$ cat config.mk
export PLATFORM = sky130hd
export DESIGN_NAME = oss_alu
export DESIGN_NICKNAME = d
export VERILOG_FILES = /design/src/hw/rtl/oss_pkg.sv /design/src/hw/rtl/oss_alu.sv
export SDC_FILE = /design/constraint.sdc
export NUM_CORES = 1
export LEC_CHECK = 0
export BUFFER_PORTS_ARGS = -buffer_cell sky130_fd_sc_hd__buf_2
export CAP_MARGIN = 10
export CORE_ASPECT_RATIO = 0.8
export CORE_MARGIN = 3
export CORE_UTILIZATION = 29
export CTS_BUF_LIST = sky130_fd_sc_hd__clkbuf_4 sky130_fd_sc_hd__clkbuf_8
export CTS_CLUSTER_DIAMETER = 40
export DETAILED_ROUTE_END_ITERATION = 10
export HOLD_SLACK_MARGIN = 0.06
export MAX_ROUTING_LAYER = met4
export PLACE_DENSITY_LB_ADDON = 0.15
export SETUP_SLACK_MARGIN = 0.2
export SLEW_MARGIN = 20
export SYNTH_ARGS = -nofsm -noshare
export SYNTH_HDL_FRONTEND = slang
export SYNTH_SLANG_ARGS = --single-unit
$ cat constraint.sdc
create_clock -name clk -period 3.9 [get_ports clk]
set_input_delay 0.39 -clock clk [delete_from_list [all_inputs] [get_ports clk]]
set_output_delay 0.39 -clock clk [all_outputs]
set_load 0.1 [all_outputs]
$ cat src/hw/rtl/oss_pkg.sv
// ----------------------------------------------------------------------------
// oss_pkg
// types and constants shared by the online standard scaler
// ----------------------------------------------------------------------------
package oss_pkg;

  localparam int FRAC_BITS = 16;
  localparam int CNT_W     = 32;
  localparam int MEAN_W    = 32;
  localparam int VAR_W     = 48;
  localparam int ENTRY_W   = CNT_W + MEAN_W + VAR_W;
  localparam int RES_W     = 66;
  localparam int STEP_W    = 7;

  localparam logic [1:0] ACT_LEARN     = 2'd0;
  localparam logic [1:0] ACT_TRANSFORM = 2'd1;
  localparam logic [1:0] ACT_CLEAR     = 2'd2;

  localparam logic [STEP_W-1:0] DIV_STEPS_D  = 7'd33;
  localparam logic [STEP_W-1:0] DIV_STEPS_DV = 7'd48;
  localparam logic [STEP_W-1:0] DIV_STEPS_TR = 7'd49;
  localparam logic [STEP_W-1:0] MUL_STEPS    = 7'd33;
  localparam logic [STEP_W-1:0] SQRT_STEPS   = 7'd32;

  // register index, taken from paddr[2]
  localparam logic [0:0] REG_SCALE_EN = 1'b0;

  typedef enum logic [1:0] {
    OP_DIV,
    OP_MUL,
    OP_SQRT
  } alu_op_t;

  typedef struct packed {
    logic              start;
    alu_op_t           op;
    logic [STEP_W-1:0] steps;
  } alu_req_t;

  typedef struct packed {
    logic [1:0]         action;
    logic [7:0]         feature_index;
    logic signed [31:0] value;
    logic               last_of_sample;
  } in_item_t;

  typedef struct packed {
    logic [7:0]         feature_index_out;
    logic signed [31:0] scaled_value;
    logic               seen;
    logic               last_out;
  } out_item_t;

  typedef enum logic [3:0] {
    S_IDLE,
    S_READ,
    S_LOAD,
    S_DISP,
    S_LDIV1,
    S_LMID,
    S_LMUL,
    S_LVAR,
    S_LDIV2,
    S_WRITE,
    S_TSQRT,
    S_TSTART,
    S_TDIV,
    S_OUT
  } state_t;

endpackage

$ cat src/hw/rtl/oss_alu.sv
// ----------------------------------------------------------------------------
// oss_alu
// shared iterative unit: restoring divide, shift-add multiply, square root
// ----------------------------------------------------------------------------
module oss_alu (
  input  logic                    clk,
  input  logic                    rst,
  input  oss_pkg::alu_req_t       req,
  input  logic [63:0]             a,
  input  logic [32:0]             b,
  output logic                    done,
  output logic [oss_pkg::RES_W-1:0] res
);

  logic                          busy;
  oss_pkg::alu_op_t              op_r;
  logic [oss_pkg::STEP_W-1:0]    n;
  logic [65:0]                   acc;
  logic [63:0]                   q;
  logic [63:0]                   sh;
  logic [32:0]                   b_r;

  logic [65:0] acc_next;
  logic [63:0] q_next;
  logic [63:0] sh_next;
  logic [33:0] msum;
  logic [33:0] drem;
  logic [35:0] srem;
  logic [35:0] strial;

  always_comb begin
    msum     = {1'b0, acc[65:33]} + (sh[0] ? {1'b0, b_r} : 34'd0);
    drem     = {acc[32:0], sh[63]};
    srem     = {acc[33:0], sh[63:62]};
    strial   = {2'b00, q[31:0], 2'b01};
    acc_next = acc;
    q_next   = q;
    sh_next  = sh;
    case (op_r)
      oss_pkg::OP_MUL: begin
        acc_next = {msum, acc[32:1]};
        sh_next  = {1'b0, sh[63:1]};
      end
      oss_pkg::OP_DIV: begin
        if (drem >= {1'b0, b_r}) begin
          acc_next = {32'd0, drem - {1'b0, b_r}};
          q_next   = {q[62:0], 1'b1};
        end else begin
          acc_next = {32'd0, drem};
          q_next   = {q[62:0], 1'b0};
        end
        sh_next = {sh[62:0], 1'b0};
      end
      oss_pkg::OP_SQRT: begin
        if (srem >= strial) begin
          acc_next = {30'd0, srem - strial};
          q_next   = {q[62:0], 1'b1};
        end else begin
          acc_next = {30'd0, srem};
          q_next   = {q[62:0], 1'b0};
        end
        sh_next = {sh[61:0], 2'b00};
      end
      default: begin
        acc_next = acc;
      end
    endcase
  end

  always_ff @(posedge clk) begin
    if (rst) begin
      busy <= 1'b0;
      done <= 1'b0;
      n    <= '0;
      op_r <= oss_pkg::OP_DIV;
    end else if (req.start) begin
      busy <= 1'b1;
      done <= 1'b0;
      n    <= req.steps;
      op_r <= req.op;
    end else if (busy) begin
      n <= n - 1'b1;
      if (n == 7'd1) begin
        busy <= 1'b0;
        done <= 1'b1;
      end
    end else begin
      done <= 1'b0;
    end
  end

  always_ff @(posedge clk) begin
    if (req.start) begin
      acc <= '0;
      q   <= '0;
      sh  <= a;
      b_r <= b;
    end else if (busy) begin
      acc <= acc_next;
      q   <= q_next;
      sh  <= sh_next;
    end
  end

  always_comb begin
    if (op_r == oss_pkg::OP_MUL) begin
      res = acc;
    end else begin
      res = {2'b00, q};
    end
  end

endmodule
After elaboration in Yosys (flattened, before gate mapping)
Cells that the tools add are included.
- flip-flop bits (word level): 238
- reduce and logical (&&, ||, !) cells: 9
- bitwise operators: 1
- add/subtract/negate cells: 4
- magnitude comparators: 2
- muxes and demuxes: 16
- equality and inequality tests: 3
- operators with widths (kind ; number):
    66-bit one-hot mux with 3 select lines ; 1
    64-bit one-hot mux with 3 select lines ; 1
    64-bit two-way mux ; 2
    64-bit one-hot mux with 2 select lines ; 1
    66-bit two-way mux ; 1
    36-bit by 34-bit >= comparator with 1-bit output ; 1
    36-bit two-way mux ; 1
    36-bit by 34-bit subtractor with 36-bit output ; 1
    33-bit by 33-bit adder with 34-bit output ; 1
    34-bit by 33-bit >= comparator with 1-bit output ; 1
    34-bit two-way mux ; 1
    34-bit by 33-bit subtractor with 34-bit output ; 1
    33-bit two-way mux ; 1
    7-bit two-way mux ; 2
    7-bit by 1-bit equality test with 1-bit output, second input constant ; 1
    7-bit by 1-bit subtractor with 7-bit output, second input constant ; 1
    2-bit AND reduction ; 3
    1-bit two-way mux ; 5
    2-bit nonzero test ; 2
    4-bit nonzero test ; 1
    3-bit nonzero test ; 1
    3-bit OR reduction ; 1
    2-bit by 1-bit equality test with 1-bit output, second input constant ; 1
    2-bit equality test, second input constant ; 1
    other kinds (2) ; 2

Depth between registers and ports, before layout
Gate-level depths: netlist of the first run.
- depth in word-level cells: 4
- gate-level depth with buffers: 15

Worst setup path after synthesis of the first run
OpenSTA, ideal clock, no wires.
- path kind: register to register
- start point: register sh[63]
- end point: register acc[1]
- stages on the path, launching flop included: 16
- path buffers: 2
- setup slack: 0.342 ns
- arrival: 3.425 ns
- setup time: 0.134 ns
- cells stage by stage: edfxtp_1 inv_1 ha_1 inv_1 fa_1 a21o_1 a221oi_2 o21ai_2 a221o_2 nor4_2 nor2_1 buf_6 buf_2 mux2_1 mux2i_1 a21oi_1
- word-level cells in the longest chain between the ends: 3
- ends and longest elaborated chain (element ; RTL line ; source):
    start: declaration ; oss_alu.sv:20 ; logic [63:0] sh;
    start signal: assignment ; oss_alu.sv:101 ; sh <= sh_next;
    36-bit by 34-bit subtractor with 36-bit output, or another cell as far along ; oss_alu.sv:56 ; acc_next = {30'd0, srem - strial};
    36-bit two-way mux or 34-bit two-way mux (tied branches) ; oss_alu.sv:55, oss_alu.sv:45 ;
    66-bit one-hot mux with 3 select lines (*) ; oss_alu.sv:39 ; case (op_r)
    end signal: assignment ; oss_alu.sv:99 ; acc <= acc_next;
    end: declaration ; oss_alu.sv:18 ; logic [65:0] acc;
Every way passes the cells marked *; elsewhere a longest branch is shown, timed or not.
A chain may end at the register's enable or synchronous reset.

Worst setup path in the final report of the first run
- start point: register sh[63]
- end point: register acc[27]
The elaborated chain is that of the path after synthesis.

==> results of run 1 <==
[cells in the mapped netlist, drive strengths merged, types with 45 or more instances]
cell type	instances
and2	45
inv	91
clkbuf	102
dfxtp	141
nor2	196
mux2i	81
nand2	434
ha	102
a21oi	232
edfxtp	97
o21ai	191
[what timing repair did]
item / in CTS / in global routing
buffers inserted: 2 / 10
pin swaps: 1 / 14
setup endpoints to repair: 16 / 44
gates cloned: 1 / 0
resized for setup: 2 / 21
endpoints found under the hold margin: 108 / 0
hold buffers: 116 / 0
[worst max-delay path, stage by stage (launching register included)]
cell	delay, ns
edfxtp_1	0.40
inv_2	0.11
ha_4	0.14
inv_2	0.04
fa_2	0.36
a21o_1	0.23
a221oi_4	0.30
o21ai_2	0.14
a221o_2	0.42
or4_4	0.54
nand2_8	0.14
buf_6	0.14
nand2b_1	0.06
a31oi_1	0.27
a311oi_1	0.13
[state kept, by name, summed over array words and instances (netlist names)]
register	count
acc	66
q	64
sh	64
b_r	33
n	7
op_r	2
busy	1
done	1
[routing by layer]
metal / up-vias / routed length [um] / global-route usage (%)
met3: 76 / 3070 / 3.21
met2: 404 / 25700 / 28.9
li1: 8613 / - / -
met5: - / 0 / -
met4: 0 / 985 / 4.36
met1: 7850 / 28600 / 24.9
[kinds of logic after synthesis]
group / synth area share, %
adders and majority gates: 7.51
buffers and inverters: 5.49
DFF: 32.7
muxes: 5.27
AOI/OAI and AO/OA: 24.6
and+or+nand+nor: 20.1
xor gates and xnor gates: 4.30
[power groups by stage]
| stage | registers [mW] | logic (mW) | clock network (mW) |
|---|---|---|---|
| after detailed placement | 2.98 | 2.54 | 0 |
| after floorplan | 2.94 | 1.84 | 0 |
| final | 2.93 | 2.73 | 3.19 |
| after CTS | 2.93 | 2.67 | 3.31 |
| after global routing | 2.95 | 3.02 | 3.43 |
| after global placement | 2.98 | 2.54 | 0 |
[area by class of cell]
class / count / area, um2
diodes: 8 / 20.0
clock buffers: 74 / 918
clock inverters: 23 / 277
fillers: 6140 / 37000
inverters: 91 / 342
multi-input cells: 1785 / 11000
flip-flops and latches: 238 / 5740
well taps: 769 / 962
repair buffers: 373 / 2710
[layout by cell type (no fill, tap or decap), types with 43 or more instances in the layout]
| master | synthesis | layout |
|---|---|---|
| inv_1 | 91 | 88 |
| mux2i_1 | 81 | 81 |
| dlygate4sd3_1 | 0 | 116 |
| nor2_1 | 196 | 194 |
| edfxtp_1 | 97 | 97 |
| buf_4 | 2 | 76 |
| a21o_1 | 43 | 43 |
| buf_2 | 3 | 174 |
| and2_1 | 44 | 44 |
| dfxtp_1 | 141 | 139 |
| a21oi_1 | 230 | 229 |
| clkbuf_8 | 8 | 58 |
| xnor2_1 | 44 | 44 |
| o21ai_0 | 181 | 181 |
| ha_1 | 102 | 101 |
| nand2_1 | 433 | 433 |
[worst max-delay path by stage]
stage | startpoint | endpoint | slack [ns] | depth (start not counted)
global route | sh[0]$_DFFE_PP_ | acc[57]$_SDFFE_PP0P_ | 0.14 | 12
detailed placement | sh[63]$_DFFE_PP_ | acc[4]$_SDFFE_PP0P_ | 0.15 | 14
floorplan | sh[63]$_DFFE_PP_ | acc[1]$_SDFFE_PP0P_ | 0.34 | 15
finish | sh[63]$_DFFE_PP_ | acc[27]$_SDFFE_PP0P_ | 0.31 | 14
global placement | sh[63]$_DFFE_PP_ | acc[21]$_SDFFE_PP0P_ | 0.21 | 13
CTS | sh[63]$_DFFE_PP_ | acc[13]$_SDFFE_PP0P_ | 0.18 | 13
[through the flow]
stage / power [mW] / util, % / hold WS [ns]
after floorplan: 4.79 / - / 0.437
after global placement: 5.52 / 32.8 / 0.446
final: 8.85 / 37.2 / 0.213
after detailed placement: 5.52 / 32.8 / 0.459
after global routing: 9.40 / 37.2 / 0.220
after CTS: 8.91 / 36.9 / 0.146
==> impl_metrics.json, run 1 <==
{
  "r2r_slack_ns": 0.31,
  "p_comb_share_pct": 30.9,
  "place_congestion": 0.871,
  "max_freq_mhz": 279,
  "area_growth_pct": 25.2,
  "syn_area_per_cell_um2": 7.81,
  "grt.total_usage_pct": 18.5,
  "gr-total-overflow": 0,
  "place_inst": 3127,
  "hp-class": "in2reg",
  "dpl-instance-area_um2": 19300,
  "seq_area_frac_synth_pct": 32.7,
  "r2r_end": "acc[27]$_SDFFE_PP0P_",
  "min_from": "req[9]",
  "reg2reg_depth": 14,
  "viasPerCell": 5.04,
  "worstSetupPathType": "reg2reg",
  "vias": 16900,
  "power_leakage_nw": 9.20,
  "cts_root_buf": "clkbuf_8",
  "cts.clk_slew.worst_paths_ns": 0.05,
  "maxSlewHeadroom_pct": 30.6,
  "status": "complete, no violations",
  "post-route-worst-setup-slack_ns": 0.313,
  "switchingPower_mw": 3.10,
  "grt_pass1_vias": 16600,
  "cap_violations": 0,
  "antenna_left": 0,
  "synth_area_leaders": "edfxtp_1, dfxtp_1, nand2_1",
  "peakVddDrop_mv": 0.246,
  "hpwl_mm": 42.7,
  "stdcell_area_um2": 21900,
  "ys_types": 91,
  "end_kind": "flip-flop",
  "fp.coreArea_um2": 58900,
  "grt_max_degree": 117,
  "crit_arrival_ns": 4.08,
  "rsz0062_at_grt": "yes",
  "clockBufferDepth": 3,
  "die_h_um": 226,
  "place_ws_ns": 0.152,
  "intPower_mw": 5.75,
  "synth.top_cell.area_share_pct": 16.6,
  "die_x_um": 281,
  "finalCritPeriodShare_pct": 92.0,
  "final_hold_viol_count": 0,
  "io_buffers": 175,
  "power.density_nw_per_um2": 404,
  "worstPathRequired_ns": 4.39,
  "cts_buffers": 53,
  "finalCriticalPeriod_ns": 3.59,
  "drive_above_1_share_pct": 15.7,
  "crit_fanout": 6,
  "skew_ns": 0.0337,
  "r2r_start": "sh[63]$_DFFE_PP_",
  "setup_viol": 0,
  "clock_sinks": 238,
  "min_path_cells": 2,
  "netlist_instances": 2242,
  "ios": 176,
  "syn_nets": 2455,
  "ys_ff_latch": 238,
  "synth_top_area_cell": "edfxtp_1",
  "finish.net_count": 2755,
  "start_kind": "flip-flop",
  "sequentialPowerShare_pct": 33.1,
  "drtIter0Drc": 1073,
  "yosys_warnings": 0,
  "first_pass_iters": 5,
  "slew_violations": 0,
  "routed_wl_mm": 58.4,
  "worst_slew_pin_slew_ns": 1.04,
  "synth_edf_count": 97,
  "fp-row-count": 79,
  "clkPwrFrac_pct": 36.0,
  "start_util_pct": 29.7,
  "cts_tree": "yes",
  "antenna_found_initial": 7,
  "worst_hold_path.endpoint": "q[0]$_SDFFE_PP0P_",
  "drc": 0,
  "wire_per_inst_um": 17.4,
  "timing.setup.tns_ns": 0,
  "async_reset_ff_share_pct": 0,
  "cts_max_level": 2,
  "insertion_delay_ns": 0.66,
  "fin_cells": 3361,
  "dieArea_um2": 63400,
  "swShare_pct": 35.1,
  "grt_pass1_wl_mm": 91.1,
  "synth-main-ff-cell": "dfxtp_1",
  "syn_area_um2": 17500
}
(Power assumes the default switching activity.)
==> run 2, diff against run 1 <==
SETUP_SLACK_MARGIN = 0.5   (was 0.2)
==> run 2 against run 1 <==
Compared with the run above:
- final cell count increased by 0.18%
- first-iteration DRC count increased by 8.2%
- count of clock-buffer cells in the layout increased by 2
- routed wire length increased by 2.1%
- non-clock buffer count increased by 2
==> impl_metrics.json, run 2 (synthesis gave the netlist of run 1 again) <==
{
  "clock_sinks": 238,
  "io_buffers": 175,
  "slew_violations": 0,
  "cts_tree": "yes",
  "finish.net_count": 2758,
  "end_kind": "flip-flop",
  "area_growth_pct": 27.5,
  "place_congestion": 0.878,
  "timing.setup.tns_ns": 0,
  "fp.coreArea_um2": 58900,
  "routed_wl_mm": 59.6,
  "rsz0062_at_grt": "yes",
  "fp-row-count": 79,
  "top_register": "acc",
  "cts_max_level": 2,
  "skew_ns": 0.0618,
  "max_freq_mhz": 291,
  "cp_slowest_cell": "edfxtp_1",
  "vias": 17100,
  "setup_viol": 0,
  "gr-total-overflow": 0,
  "cp_cell_sequence": "inv_2 > ha_4 > inv_2 > fa_2 > a21o_1 > a221oi_4 > o21ai_2 > a221o_2 > buf_6 > nor4_4 > buf_6 > buf_4 > nor2_4 > o32a_1 > o21ai_1 > a2111oi_1",
  "power_leakage_nw": 9.32,
  "finalCriticalPeriod_ns": 3.44,
  "top_regs": "acc x66, q x64, sh x64",
  "start_kind": "flip-flop",
  "clockBufferDepth": 3,
  "dieArea_um2": 63400,
  "drc": 0,
  "final_cell_mix": "nand2_1, a21oi_1, nor2_1",
  "worstSetupPathType": "reg2reg",
  "finalCritPeriodShare_pct": 88.1,
  "crit_arrival_ns": 3.94,
  "first_pass_iters": 5,
  "antenna_left": 0,
  "worst_slew_pin_slew_ns": 0.842,
  "insertion_delay_ns": 0.68,
  "fin_cells": 3367,
  "cts.clk_slew.worst_paths_ns": 0.06,
  "hpwl_mm": 43.0,
  "drive_above_1_share_pct": 17.3,
  "grt_pass1_vias": 17000,
  "maxSlewHeadroom_pct": 43.7,
  "cap_violations": 0,
  "power.density_nw_per_um2": 406,
  "hold_ws_ns": 0.177,
  "layout_commonest_cell": "nand2_1",
  "grt_pass1_wl_mm": 93.7,
  "peakVddDrop_mv": 0.243,
  "worstPathRequired_ns": 4.40,
  "ios": 176,
  "r2r_slack_ns": 0.46,
  "final_hold_viol_count": 0,
  "die_x_um": 281,
  "viasPerCell": 5.07,
  "status": "complete, no violations",
  "grt.total_usage_pct": 18.9,
  "cts_buffers": 53,
  "crit_path_max_incr_delay_ns": 0.41,
  "start_util_pct": 29.7,
  "die_h_um": 226,
  "antenna_found_initial": 9,
  "wire_per_inst_um": 17.7,
  "hp-class": "in2reg",
  "largest_reg_flops": 66,
  "place_inst": 3115,
  "crit_fanout": 11,
  "drtIter0Drc": 1161,
  "grt_max_degree": 112,
  "cts_root_buf": "clkbuf_8"
}
==> run 2: cell count changes in the layout (fill, tap and decap cells not counted), sizes merged <==
| cell | change |
|---|---|
| a21oi | -1 |
| buf | +1 |
| diode | +1 |
| clkinv | +6 |
| inv | -1 |
| clkinvlp | -7 |
| nor2 | +2 |
| clkbuf | +3 |
| bufinv | +2 |
==> run 2: power by group <==
group	switching, mW	total (mW)	internal, mW	leakage [nW]
Sequential	0.158	2.94	2.78	2.13
Clock	1.31	3.32	2.01	0.655
Combinational	1.68	2.81	1.13	6.54
==> run 2: per-layer routing <==
metal  part of all wire, %  vias to the layer above  track usage, %
li1                      -                     8614               -
met1                    49                     8014            25.6
met2                    44                      381            29.6
met3                   5.3                       75            3.35
met4                   1.5                        0            4.18
met5                     0                        -               -
==> run 2: cell type report <==
| type | count | area [um2] |
|---|---|---|
| diodes | 9 | 22.5 |
| clock inverters | 23 | 322 |
| well taps | 769 | 962 |
| fillers | 6248 | 36600 |
| flip-flops and latches | 238 | 5740 |
| multi-input cells | 1786 | 11200 |
| inverters | 91 | 342 |
| repair buffers | 375 | 2820 |
| clock buffers | 76 | 927 |
==> run 2: worst paths after layout <==
kind                      start                   end  depth (start not counted)
min                      req[9]    q[32]$_SDFFE_PP0P_                          2
max            sh[63]$_DFFE_PP_  acc[20]$_SDFFE_PP0P_                         16
max reg2reg    sh[63]$_DFFE_PP_  acc[20]$_SDFFE_PP0P_                         16
min reg2reg  q[49]$_SDFFE_PP0P_    q[50]$_SDFFE_PP0P_                          2
==> run 2: per-stage QoR <==
stage	area (um2)	worst slack (ns)	utilization, %	total power [mW]
after floorplan	17500	0.493	-	4.80
after global placement	19300	0.275	32.8	5.51
after detailed placement	19300	0.233	32.8	5.51
after CTS	22000	0.439	37.3	9.06
after global routing	22300	0.356	37.9	9.61
final	22300	0.464	37.9	9.07
==> run 2: critical path: cells and delay by family (launching register included) <==
family	cells	cell delay [ns]
AO/OA/AOI/OAI	7	1.54
adder cells (fa/ha/maj)	2	0.47
flip-flops	1	0.41
buffers and inverters	5	0.60
AND/OR/NAND/NOR	2	0.30
==> run 2: what timing repair did <==
item	in CTS	in global routing
pin swaps	20	32
endpoints found under the hold margin	108	0
setup buffers	13	12
setup endpoints to repair	45	47
resized for setup	23	48
hold buffers	116	0
gates cloned	1	2
